**config.mk**
```make
export PLATFORM = sky130hd
export DESIGN_NAME = pcth_div
export DESIGN_NICKNAME = d
export VERILOG_FILES = /design/src/design/pcth_div.sv
export SDC_FILE = /design/constraint.sdc
export NUM_CORES = 1
export LEC_CHECK = 0
export ABC_AREA = 1
export BUFFER_PORTS_ARGS = -buffer_cell sky130_fd_sc_hd__buf_2
export CORE_MARGIN = 2
export CORE_UTILIZATION = 50
export CTS_BUF_LIST = sky130_fd_sc_hd__clkbuf_8
export DETAILED_ROUTE_END_ITERATION = 16
export PLACE_DENSITY = 0.75
export SETUP_SLACK_MARGIN = 0.1
export SLEW_MARGIN = 5
export SYNTH_ARGS = -nofsm -noshare
export SYNTH_HDL_FRONTEND = slang
export SYNTH_SLANG_ARGS = --single-unit
```
**constraint.sdc**
```tcl
create_clock -name clk -period 2.73 [get_ports clk]
set_clock_uncertainty 0.15 [all_clocks]
set_input_delay 0.4095 -clock clk [delete_from_list [all_inputs] [get_ports clk]]
set_output_delay 0.4095 -clock clk [all_outputs]
set_load 0.005 [all_outputs]
```
**src/design/pcth_div.sv**
```systemverilog
module pcth_div #(
	parameter int QW = 8,
	parameter int NW = 24
) (
	input  logic          clk,
	input  logic          arst_n,
	input  logic          start,
	input  logic [NW-1:0] num,
	input  logic [15:0]   den,
	output logic          busy,
	output logic [QW-1:0] quo
);

	localparam int CNTW = (QW > 1) ? $clog2(QW) : 1;

	logic [NW-1:0]   rem_q;
	logic [NW-1:0]   dsh_q;
	logic [QW-1:0]   quo_q;
	logic [CNTW-1:0] cnt_q;
	logic            busy_q;
	logic            ge;

	assign ge = (rem_q >= dsh_q);

	always_ff @(posedge clk or negedge arst_n) begin
		if (!arst_n) begin
			busy_q <= 1'b0;
			cnt_q  <= '0;
		end else if (start) begin
			busy_q <= 1'b1;
			cnt_q  <= CNTW'(QW - 1);
		end else if (busy_q) begin
			if (cnt_q == '0) begin
				busy_q <= 1'b0;
			end else begin
				cnt_q <= cnt_q - 1'b1;
			end
		end
	end

	always_ff @(posedge clk) begin
		if (start) begin
			rem_q <= num;
			dsh_q <= NW'(den) << (QW - 1);
			quo_q <= '0;
		end else if (busy_q) begin
			if (ge) begin
				rem_q <= rem_q - dsh_q;
			end
			dsh_q <= dsh_q >> 1;
			quo_q <= (quo_q << 1) | QW'(ge);
		end
	end

	assign busy = busy_q;
	assign quo  = quo_q;

endmodule

```
Yosys cells after proc, flatten, opt, wreduce, memory -nomap -nowiden
Index checks and enable logic that the tools add are counted.
{"block": "word_totals", "wordCells": 27, "in_bits": 43, "reg_bits": 59, "out_inout_bits": 9}
{"block": "classes", "n_bitwise": 1, "add_sub_neg": 2, "n_reduce_logical": 5, "muxes": 11, "eq_ne": 1, "n_lt_le_gt_ge": 1}
{"cell": "$mux 24", "n": 3}
{"cell": "$mux 23", "n": 2}
{"cell": "$ge 24x23->1", "n": 1}
{"cell": "$sub 24x23->24", "n": 1}
{"cell": "$mux 3", "n": 3}
{"cell": "$or 8x1->8", "n": 1}
{"cell": "$reduce_and 2->1", "n": 2}
{"cell": "$reduce_bool 2->1", "n": 2}
{"cell": "$logic_not 3->1", "n": 1}
{"cell": "$mux 1", "n": 3}
{"cell": "$sub 3x1->3 const B", "n": 1}
{"cell": "$ne 2x2->1 const B", "n": 1}

Depth between registers and ports, before layout
Gate-level depths: netlist of run 1.
{"block": "depth", "depth_word": 4, "depth_mapped": 13, "ltp_nobuf": 13}

Least setup slack after synthesis of run 1
No wires, ideal clock.
{"block": "synth_timing", "path_type": "register to register", "from": "register rem_q[0]", "to": "register rem_q[0] (enable)", "setup_ns": 0.426, "setup_slack_ns": 0.227, "arrival_time_ns": 1.928, "n_path_buf": 0, "t_required_ns": 2.154, "path_stages_with_launch": 13, "synth_period_minus_slack_ns": 2.503, "path_cell_list": "edfxtp_1 inv_1 ha_1 inv_1 fa_1 nand2_1 nand2_1 nand3_1 nand2_2 nand2_1 nand4_1 nand2_1 nand2_1"}
{"block": "synth_between", "elab_chain_len": 3}
{"element": "start, declared", "line_no": "16", "text": "logic [NW-1:0] rem_q;"}
{"element": "start signal, assigned", "line_no": "43", "text": "rem_q <= num;"}
{"element": "start signal, assigned", "line_no": "48", "text": "rem_q <= rem_q - dsh_q;"}
{"element": "$ge 24x23->1", "line_no": "23", "text": "assign ge = (rem_q >= dsh_q);"}
{"element": "$reduce_bool 2->1 (no line)"}
{"element": "$reduce_and 2->1 (no line)"}
No other way between the ends.
A chain may end at the register's enable or synchronous reset.

Worst setup path in the final report of run 1
{"block": "layout_timing", "from": "register rem_q[0]", "to": "register rem_q[14] (enable)"}
The elaborated chain is that of the path after synthesis.

==> results of run 1 <==
-- kinds of logic after synthesis --
family,Yosys count
simple gates,384
buf+inv,126
flops,59
compound gates,46
fa+ha+maj,26
xor+xnor,1
-- routing by layer --
metal	global-route usage, %	share of wire [%]
met5	0	0
met4	9.51	2.6
met3	4.19	6.0
met2	38.5	44
met1	34.6	47
-- repair_timing --
action | in CTS | in global routing
gates resized for setup | 0 | 1
hold buffers | 1 | 0
setup endpoints to repair | 0 | 15
endpoints found under the hold margin | 4 | 0
-- flip-flops by register name (all words and copies together) (netlist names) --
name   count
busy       1
cnt_q      3
rem_q     24
dsh_q     23
quo        8
-- path summary, 6_finish.rpt --
check / start / endpoint / slack, ns / depth (start not counted)
worst max-delay path: rem_q[0]$_DFFE_PP_ / rem_q[14]$_DFFE_PP_ / 0.27 / 13
worst min-delay path: den[15] / dsh_q[22]$_DFFE_PP_ / 0.17 / 3
worst max register to register: rem_q[0]$_DFFE_PP_ / rem_q[14]$_DFFE_PP_ / 0.27 / 13
worst min register to register: dsh_q[4]$_SDFFE_PP0P_ / dsh_q[3]$_SDFFE_PP0P_ / 0.32 / 2
max in group asynchronous: arst_n / busy$_DFF_PN0_ / 2.04 / 2
min in group asynchronous: arst_n / cnt_q[0]$_DFFE_PN0P_ / 0.26 / 2
-- synth_stat cells --
| cell | number |
|---|---|
| nand4_1 | 6 |
| nand3_1 | 52 |
| ha_1 | 25 |
| and2_1 | 1 |
| dfxtp_1 | 15 |
| nor2_4 | 4 |
| clkbuf_1 | 8 |
| o21ai_0 | 21 |
| o21ai_1 | 1 |
| inv_2 | 3 |
| nor2_2 | 1 |
| a31oi_2 | 1 |
| or2_2 | 2 |
| nor2_1 | 47 |
| or2_1 | 2 |
| o31ai_1 | 1 |
| nor3_1 | 2 |
| nand3b_1 | 8 |
| edfxtp_1 | 40 |
| dfrtp_1 | 4 |
| buf_2 | 5 |
| a31oi_1 | 1 |
| buf_1 | 1 |
| a21oi_1 | 21 |
| xnor2_1 | 1 |
| inv_1 | 109 |
| nand2_1 | 251 |
| fa_1 | 1 |
| nand2_2 | 8 |
-- per-stage QoR --
stage / hold slack [ns] / instance area, µm² / utilization [%] / std cells
after global placement: 0.0662 / 4650 / 56.3 / 789
final: 0.170 / 4860 / 58.9 / 806
after floorplan: -0.0361 / 4280 / - / 642
after global routing: 0.183 / 4860 / 58.9 / 806
after CTS: 0.158 / 4860 / 58.9 / 806
after detailed placement: 0.0680 / 4650 / 56.3 / 789
-- cell type report --
cell class	instances	area (µm²)
clock buffers	10	138
clock inverters	6	65.1
fillers	809	3390
inverters	112	420
multi-input cells	457	2200
flip-flops and latches	59	1600
well taps	105	131
repair buffers	57	307
-- worst min-delay path, stage by stage --
cell	delay (ns)
buf_2	0.07
nand2_1	0.04
inv_1	0.04
-- power by group through the flow --
stage / Combinational (mW) / Sequential (mW) / Clock (mW)
2_1_floorplan: 2.09 / 1.35 / 0
3_3_place_gp: 2.67 / 1.37 / 0
3_5_place_dp: 2.70 / 1.38 / 0
4_1_cts: 2.72 / 1.36 / 0.840
5_1_grt: 3.18 / 1.38 / 0.873
6_report: 2.75 / 1.36 / 0.823
==> flow_results.org, run 1 <==
** Layout
- Leaving out fill and tap cells, the most frequent cell in the layout is nand2_1.
- Compared with the post-synthesis result, the final layout area differs by 13.6%.
- In the layout the commonest cells are nand2_1, inv_1, nand3_1.
- Net total in the final layout :: 765
- The repair_antennas step left the layout with diodes totalling 0.
- In the final layout, the share of cells above drive strength 1 is 12.8%.

** Logic synthesis
- The number of nets in the synthesized netlist is 711.
- Part of the Yosys area used for sequential elements :: 37.4%
- During synthesis, Yosys emitted a total of 0 warnings.
- A synthesized cell averages 6.67 µm².
- Area fraction in compound gates after synthesis :: 5.64%
- After synthesis the netlist holds a flip-flop and latch count of 59.
- In this run the biggest area consumer among cell types represents 28.0% of the synthesized area.
- The synthesized netlist contains 29 unique library cells.
- The portion of synthesized area spent on multiplexers is 0%.
- Largest family of logic cells by synthesized area :: simple AND/OR/NAND/NOR gates
- Leading post-synthesis cells by cell area :: edfxtp_1, nand2_1, inv_1
- After Yosys synthesis, and, or, nand and nor cells account for 37.8% of the synthesized area.
- Area leader, netlist :: edfxtp_1
- Adder-Cell Fraction of Synth Area :: 7.77%
- Post-synthesis instance total :: 642
- Area of the mapped netlist :: 4280 µm²
- Share of the synthesized netlist area taken by xor and xnor gates :: 0.204%

** Floorplan
- The core region is 8260 µm².
- The floorplan step set the die height to 96.6 µm.
- The die covers 9320 µm².
- From left edge to right edge, the die measures 96.6 µm.
- Number of placement rows :: 33
- Number of top-level pins :: 52
- Initial standard-cell utilization of the core :: 51.9%

** Global route
- Global routing finished with a remaining overflow of 0.
- Maximum number of pins on one net before global-route repair :: 36
- First-pass GRT wire length :: 17.7 mm
- Initial antenna violation count :: 0
- Gr usage total :: 24.8%
- Via count of the first global-routing pass :: 3911

** Pwr
- Internal power comes to 2.65 mW.
- Power per Cell Area :: 1020 nW/µm²
- Proportion of power drawn by combinational gates :: 55.8%
- Net switching power :: 2.29 mW
- For this design the static power due to leakage is 2.63 nW.
- Clk pwr share :: 16.7%
- Net switching fraction of the power :: 46.3%
- Of the total power, registers draw 27.6%.
- Total power draw :: 4.94 mW
- IR analysis of the VDD net gives a maximum drop of 0.546 mV.

** Drt
- In the routed design, unresolved DRC markers number 0.
- Avg Vias per Cell :: 4.92
- Number of antenna-violating nets in the routed design :: 0
- After detailed routing, the average wire length per cell comes to 12.7 µm.
- The routed layout has 3965 vias.
- Initial detailed-routing violation count :: 277
- DRT Pass-1 Iters :: 5
- The final layout contains routed wiring with a total length of 10.2 mm.

** STA
- Setup TNS :: 0 ns
- In the post-route analysis, the smallest setup slack over all paths is 0.274 ns.
- For this run, the top clock speed supported by timing is 407 MHz.
- Final critical path time including I/O delays and setup :: 2.46 ns
- For the pin with the worst max-slew slack, the measured transition is 0.639 ns.
- Measured against its own limit, the worst slew margin works out to 57.4%.
- Setup repair after global routing left no endpoint under its margin.
- Setup-failing EPs final :: 0
- Final hold violations :: 0
- Final number of max-transition violations :: 0
- Final worst-path cycle share :: 90.0%

** Clock tree
- The number of setup buffers added after CTS is 0.
- The clock net in this run drives a total of 59 sinks.
- Cts bufs inserted :: 9
- TritonCTS built the clock tree.
- Clock tree root driver cell :: clkbuf_8
- No sink is reached through more buffers than the 2 on the longest clock path.
- H-tree depth reported by CTS :: 3
- After clock tree synthesis, the clock-pin slew on the worst setup and hold paths is 0.08 ns.
- Worst-Skew Late Latency :: 0.35 ns

** Placed design
- Placed wire-length estimate after detailed placement :: 7.90 mm
- OpenSTA, run right after detailed placement, puts the worst setup slack at 0.297 ns.
- Number of port buffers :: 51
- Final weighted congestion of routability-driven global placement :: 0.986

** Worst setup path
- CP required :: 2.67 ns
- The most numerous cell type found on the critical path is nand2_1.
- Max incr delay on CP :: 0.41 ns
- The number of buffers and inverters on the critical path is 3.
- STA puts the critical path data arrival time at 2.40 ns.
- Critical-path cell with the highest stage delay :: fa_1
- Maximum fanout encountered on the critical timing path :: 17
- Critical path capture point type :: flip-flop
- The setup path with the least slack is of type flip-flop to flip-flop.
- The signal on the critical path passes through inv_1 > ha_1 > inv_1 > fa_1 > nand2_1 > nand2_1 > nand3_1 > nand2_2 > nand2_1 > nand4_1 > nand2_1 > nand2_1 > buf_6.
- STA classifies the critical path startpoint as a flip-flop.
- Broken down by cell family, the worst path's largest delay share belongs to simple AND/OR/NAND/NOR gates.

** Worst hold path
- The path class of the tightest hold or removal check is input port to flip-flop.

** Status
- The flow ran to the end, and the final reports show no timing, DRC or antenna violations.

** Flow run
- The tool flagged a number of max-cap violations equal to 0.
Note: power is estimated with default switching activity, not from simulation.
==> run 2, diff against run 1 <==
--- a/config.mk
+++ b/config.mk
@@ -7,9 +7,11 @@
 export LEC_CHECK = 0
 export ABC_AREA = 1
 export BUFFER_PORTS_ARGS = -buffer_cell sky130_fd_sc_hd__buf_2
+export CORE_ASPECT_RATIO = 0.7
 export CORE_MARGIN = 2
 export CORE_UTILIZATION = 50
 export CTS_BUF_LIST = sky130_fd_sc_hd__clkbuf_8
+export CTS_CLUSTER_SIZE = 40
 export DETAILED_ROUTE_END_ITERATION = 16
 export PLACE_DENSITY = 0.75
 export SETUP_SLACK_MARGIN = 0.1
==> flow_results.org, run 2 (same netlist as run 1, synthesis figures left out) <==
** STA
- Fmax :: 416 MHz
- For the final routed database, the setup TNS stands at 0 ns.
- Setup repair after global routing left no endpoint under its margin.
- Dividing the final minimum period by the clock period gives 88.2%.
- Worst slack on hold paths :: 0.157 ns
- Tightest Pin Transition :: 0.725 ns
- Once routing completed, OpenROAD measured the worst setup slack at 0.323 ns.
- Final critical path time including I/O delays and setup :: 2.41 ns
- Final number of max-transition violations :: 0
- Final hold violations :: 0
- Setup violations remaining at the end of the flow were counted as 0.
- The worst pin sits at a relative slew slack of 51.6%.

** Floorplan
- The floorplan step set the die width to 115 µm.
- Number of top-level pins :: 52
- The initial utilization of the core area, before any placement, comes to 51.2%.
- Die Y :: 81.4 µm
- After floorplanning, the core was divided into 28 placement rows.
- The core region is 8370 µm².
- Floorplan die area :: 9330 µm²

** Clock tree
- Worst-Skew Late Latency :: 0.36 ns
- Maximum number of buffers from clock root to sink :: 2
- Clock tree synthesis found a total of 59 sinks.
- After clock tree synthesis, the clock-pin slew on the worst setup and hold paths is 0.07 ns.
- CTS resizes :: 0
- Cts bufs inserted :: 9
- CTS placed an instance of clkbuf_8 at the clock tree root.
- TritonCTS built the clock tree.
- CTS built an H-tree with a depth of 3.

** Worst setup path
- The slowest stage of the critical path is the fa_1 cell.
- The signal on the critical path passes through inv_1 > ha_1 > inv_1 > fa_1 > nand2_1 > nand2_1 > nand3_1 > nand2_2 > nand2_1 > nand4_1 > nand2_1 > nand2_1 > buf_4.
- Arrival @ worst endpoint :: 2.35 ns
- Crit path buffers/inverters :: 3
- Worst-case register-to-register setup slack :: 0.32 ns
- Tracing the worst setup path back leads to its startpoint at rem_q[0]$_DFFE_PP_.
- On the worst path, the slowest cell contributes a delay of 0.42 ns.
- The cell that appears most often on the critical path is nand2_1.
- Data on the critical path is required at its endpoint by 2.68 ns.
- Critical path capture point type :: flip-flop
- The setup path with the least slack is of type flip-flop to flip-flop.
- STA classifies the critical path startpoint as a flip-flop.
- Source of the worst register-to-register timing path :: rem_q[0]$_DFFE_PP_
- Maximum fanout encountered on the critical timing path :: 12
- Among cell families on the critical path, the largest total delay comes from simple AND/OR/NAND/NOR gates.

** Drt
- Routed wire length per instance :: 14.4 µm
- Number of antenna-violating nets in the routed design :: 0
- DRC violations left :: 0
- After detailed routing, the total wire length is 11.6 mm.
- Count of vias placed by the detailed router :: 4122
- In the routed layout, each cell is associated on average with a via count of 5.11.
- Initial detailed-routing violation count :: 393
- Before antenna repair, the detailed router went through 5 iterations.

** Placed design
- Port buffering added 51 buffers.
- OpenSTA, run right after detailed placement, puts the worst setup slack at 0.353 ns.
- Placed wire-length estimate after detailed placement :: 8.77 mm
- After detailed placement, the design holds a cell count of 790.
- At the end of routability-driven placement, the weighted congestion stood at 1.01.

** Status
- Result of the run :: complete, no violations

** Worst hold path
- The worst hold path belongs to the class input port to flip-flop.
- Critical hold path startpoint :: den[15]

** Layout
- Number of filler instances in the final layout :: 819
- For this run, the post-layout net count is 766.
- Layout overhead on the synthesized area :: 13.2%
- In the layout the commonest cells are nand2_1, inv_1, nand3_1.
- Flip-flop count of the largest register, all copies and words added :: 24
- Most common cell after layout, fill and taps aside :: nand2_1
- Excluding fillers, the count of instances in the completed layout stands at 807.
- Register containing the most flip-flops in the final layout :: rem_q
- Layout cell share with drive strength beyond 1 :: 12.7%
- Antenna diode instance count :: 0

** Pwr
- Power per Cell Area :: 1030 nW/µm²
- VDD sags by at most 0.392 mV.
- For this design the static power due to leakage is 2.62 nW.

** Global route
- Via count of the first global-routing pass :: 3775
- Across every metal layer, demand over resource in global routing totals 25.9%.
- The first global-routing pass estimated 18.5 mm of wire.
- Maximum number of pins on one net before global-route repair :: 31
- Initial antenna violation count :: 0
- Overflow left after global routing :: 0

** Flow run
- Count of max-cap constraint violations :: 0
==> run 2: worst paths after layout <==
check	to	depth (start not counted)
max in group asynchronous	cnt_q[2]$_DFFE_PN0P_	2
worst max-delay path	rem_q[8]$_DFFE_PP_	13
worst min register to register	quo[0]$_SDFFE_PP0P_	2
worst max register to register	rem_q[8]$_DFFE_PP_	13
min in group asynchronous	cnt_q[0]$_DFFE_PN0P_	2
worst min-delay path	dsh_q[22]$_DFFE_PP_	3
==> run 2: area by class of cell <==
type / instances / area [µm²] / share of cell area [%]
clock buffers: 9 / 124 / 2.55
clock inverters: 7 / 60.1 / 1.24
inverters: 112 / 420 / 8.67
multi-input cells: 457 / 2200 / 45.4
flip-flops and latches: 59 / 1600 / 33.0
well taps: 105 / 131 / 2.71
repair buffers: 58 / 310 / 6.40
==> run 2: power breakdown <==
group | switching [mW] | internal [mW] | total (mW)
clock network | 0.370 | 0.410 | 0.780
logic | 1.92 | 0.944 | 2.87
registers | 0.105 | 1.26 | 1.37
==> run 2: timing repair <==
item | CTS | global route
hold endpoints to repair | 4 | 0
setup buffers | 0 | 0
hold buffers | 1 | 0
==> run 2: per-stage QoR <==
step / total power, mW / area [µm²] / utilization, %
finish: 5.02 / 4850 / 57.9
global route: 5.45 / 4850 / 57.9
CTS: 4.96 / 4850 / 57.9
detailed placement: 4.17 / 4660 / 55.6
global placement: 4.11 / 4660 / 55.6
floorplan: 3.44 / 4280 / -
==> run 2: metal layers <==
layer	share of wire (%)	vias up	track usage, %	wire, µm
li1	-	2116	-	-
met5	0	-	0	0
met2	41	156	37.8	4730
met3	7.3	15	5.17	846
met1	51	1835	39.5	5910
met4	1.1	0	5.85	125
==> run 2: worst reg2reg max path, delay by kind of cell, from the launching register on <==
family	cells	cell delay (ns)
DFF	1	0.36
and+or+nand+nor	8	0.73
adders and majority gates	2	0.55
buffers and inverters	3	0.36
==> run 3, diff against run 2 <==
--- a/config.mk
+++ b/config.mk
@@ -14,6 +14,7 @@
 export CTS_CLUSTER_SIZE = 40
 export DETAILED_ROUTE_END_ITERATION = 16
 export PLACE_DENSITY = 0.75
+export RECOVER_POWER = 25
 export SETUP_SLACK_MARGIN = 0.1
 export SLEW_MARGIN = 5
 export SYNTH_ARGS = -nofsm -noshare
==> flow_results.org, run 3 (same netlist as run 1, synthesis figures left out) <==
** Status
- The run finished with clean final reports.

** Clock tree
- Number of buffers added for setup after CTS :: 0
- CTS built an H-tree with a depth of 3.
- CTS resizes :: 0
- The tree is rooted in a clkbuf_8.
- Worst-Skew Late Latency :: 0.36 ns
- CTS saw 59 sinks.
- The clock passes through at most 2 buffers.
- Buffers inserted to repair hold after CTS numbered 1.
- TritonCTS clock tree :: built
- After clock tree synthesis, the clock-pin slew on the worst setup and hold paths is 0.07 ns.
- Cts bufs inserted :: 9

** Layout
- Finished Cell Area :: 4840 µm²
- Layout overhead on the synthesized area :: 13.1%
- At the end of the flow, the number of nets in the layout was 766.
- Register containing the most flip-flops in the final layout :: rem_q
- Filler-free cell count of the finished design :: 807
- The multi-input combinational cells in the finished layout cover a total of 2200 µm².
- The post-route netlist has 12.1% of its cells at a drive strength greater than 1.
- Across the whole layout, storage elements account for 1600 µm².
- The number of antenna diodes in the final layout is 0.
- The register with the most flip-flops in the layout has 24 of them.
- Number of filler instances in the final layout :: 823
- Commonest cells after routing, fill and taps aside :: nand2_1, inv_1, nand3_1
- Most common cell after layout, fill and taps aside :: nand2_1

** Drt
- DRT Pass-1 Iters :: 5
- Avg Vias per Cell :: 5.14
- The count of nets left with antenna violations once routing finished came out at 0.
- The routed design uses 4.69 mm of met2 wire.
- In the final routed layout, each cell accounts on average for 14.3 µm.
- DRC violations left :: 0
- After detailed routing, the wire length on met1 is 5.83 mm.
- Initial detailed-routing violation count :: 375
- In this run the top signal layer used is met4.
- Detail Route met3 WL :: 880 µm
- Count of vias placed by the detailed router :: 4148
- Routed Wire Length :: 11.6 mm

** Worst hold path
- The worst hold path was traced through 3 stages.
- The min-delay analysis places its worst path in the category input port to flip-flop.
- End point of the worst hold path :: dsh_q[22]$_DFFE_PP_
- Critical hold path startpoint :: den[15]

** Placed design
- Timing analysis after detailed placement gives a worst setup slack of 0.353 ns.
- Placed wire-length estimate after detailed placement :: 8.77 mm
- Final weighted congestion of routability-driven global placement :: 1.01
- Buffers placed on the I/O ports in this run total 51.
- The placed instances occupy a cell area of 4660 µm².
- Instance count after placement with tap cells included :: 790

** STA
- Fmax :: 412 MHz
- Slew headroom :: 40.2%
- For the pin with the worst max-slew slack, the measured transition is 0.897 ns.
- Worst slack on hold paths :: 0.157 ns
- Setup repair after global routing left no endpoint under its margin.
- In the post-route analysis, the smallest setup slack over all paths is 0.301 ns.
- Setup violations remaining at the end of the flow were counted as 0.
- For the final routed database, the setup TNS stands at 0 ns.
- Final worst-path cycle share :: 89.0%
- The number of endpoints with negative hold slack in the final report is 0.
- Final number of max-transition violations :: 0
- The clock period could shrink to 2.43 ns.

** Worst setup path
- Cell with the most instances on the worst path :: nand2_1
- Max incr delay on CP :: 0.37 ns
- Ordered cell list for the critical path :: inv_1 > ha_1 > nand2_1 > nor2_1 > nand2_1 > nor2_1 > nand2_1 > nand4_1 > nand2_1 > nand2_1 > buf_4
- Crit path buffers/inverters :: 2
- Among cell families on the critical path, the largest total delay comes from simple AND/OR/NAND/NOR gates.
- For the worst setup path, the data required time is 2.63 ns.
- In this run the register-to-register setup slack is 0.30 ns.
- At the worst endpoint, the arrival time is 2.33 ns.
- STA classifies the critical path endpoint as a flip-flop.
- The startpoint identified for the worst register-to-register timing path is dsh_q[13]$_DFFE_PP_.
- Maximum fanout encountered on the critical timing path :: 12
- The endpoint identified for the worst register-to-register timing path is rem_q[10]$_DFFE_PP_.
- The worst setup path is of the flip-flop to flip-flop kind.
- Number of cells on the worst reg-to-reg path :: 11
- The worst setup path is launched from a flip-flop.
- For this design, the slowest cell found on the critical path is edfxtp_1.

** Pwr
- Net switching power :: 2.40 mW
- Clk pwr share :: 15.5%
- Power per Cell Area :: 1040 nW/µm²
- The analysis attributes to cell leakage a power of 2.61 nW.
- Combinational logic burns 57.2% of the power.
- Net switching is 47.8% of the power.
- Internal portion of total power :: 2.62 mW
- Sequential group share of total power :: 27.3%
- Across the VDD grid, the largest voltage drop is 0.390 mV.

** Floorplan
- Die X :: 115 µm
- The die is 81.4 µm tall.
- Initial standard-cell utilization of the core :: 51.2%
- During I/O placement, the number of pins put on the boundary was 52.
- Floorplan die area :: 9330 µm²
- The floorplan has 28 rows.
- Core Footprint :: 8370 µm²

** Global route
- Overflow left after global routing :: 0
- Entering global routing, the biggest net connects 31 pins.
- Global routing used 25.9% of the available tracks.
- Via count of the first global-routing pass :: 3775
- The initial antenna violation count is 0.
- The first global-routing pass estimated 18.5 mm of wire.

** Flow run
- Max-cap violations in this run came to 0.
==> run 3: cell count changes in the layout (fill, tap and decap cells not counted) <==
cell      previous run  this run
inv_1              110       111
buf_2               51        48
buf_4                6         5
clkbuf_1             0         3
clkbuf_2             0         1
inv_2                3         2
==> run 3: stage by stage <==
step           total power [mW]  utilization [%]
6_report                   5.01             57.8
5_1_grt                    5.45             57.8
4_1_cts                    4.96             57.9
3_5_place_dp               4.17             55.6
3_3_place_gp               4.11             55.6
2_1_floorplan              3.44                -
==> run 3: how the worst max path moves through the flow <==
stage | from | to | slack (ns) | cells past startpoint
after floorplan | rem_q[0]$_DFFE_PP_ | rem_q[0]$_DFFE_PP_ | 0.23 | 12
after global placement | rem_q[0]$_DFFE_PP_ | rem_q[9]$_DFFE_PP_ | 0.43 | 13
after detailed placement | rem_q[0]$_DFFE_PP_ | rem_q[10]$_DFFE_PP_ | 0.35 | 13
after CTS | rem_q[0]$_DFFE_PP_ | rem_q[18]$_DFFE_PP_ | 0.35 | 13
after global routing | start | cnt_q[2]$_DFFE_PN0P_ | 0.08 | 6
final | dsh_q[13]$_DFFE_PP_ | rem_q[10]$_DFFE_PP_ | 0.30 | 11
==> run 3: worst reg2reg max path, cell delays in order (launching register included) <==
cell and delay [ns]:
edfxtp_1 0.37, inv_1 0.05, ha_1 0.36, nand2_1 0.14, nor2_1 0.22, nand2_1 0.11, nor2_1 0.12, nand2_1 0.06
nand4_1 0.11, nand2_1 0.06, nand2_1 0.08, buf_4 0.27
==> run 3: power by group through the flow <==
stage | Sequential (mW) | Combinational [mW] | Clock, mW
4_1_cts | 1.37 | 2.80 | 0.790
6_report | 1.37 | 2.87 | 0.778
5_1_grt | 1.39 | 3.23 | 0.833
3_3_place_gp | 1.38 | 2.73 | 0
2_1_floorplan | 1.35 | 2.09 | 0
3_5_place_dp | 1.39 | 2.78 | 0
==> run 3: cell type report <==
cell class,instances,share of cell area (%)
well taps,105,2.71
multi-input cells,457,45.5
clock inverters,7,1.24
clock buffers,9,2.56
flip-flops and latches,59,33.1
repair buffers,58,6.28
inverters,112,8.68
==> run 3: per-layer routing <==
| metal | vias to the layer above | track usage [%] |
|---|---|---|
| li1 | 2116 | - |
| met1 | 1846 | 39.5 |
| met2 | 171 | 37.8 |
| met3 | 15 | 5.17 |
| met4 | 0 | 5.85 |
| met5 | - | 0 |
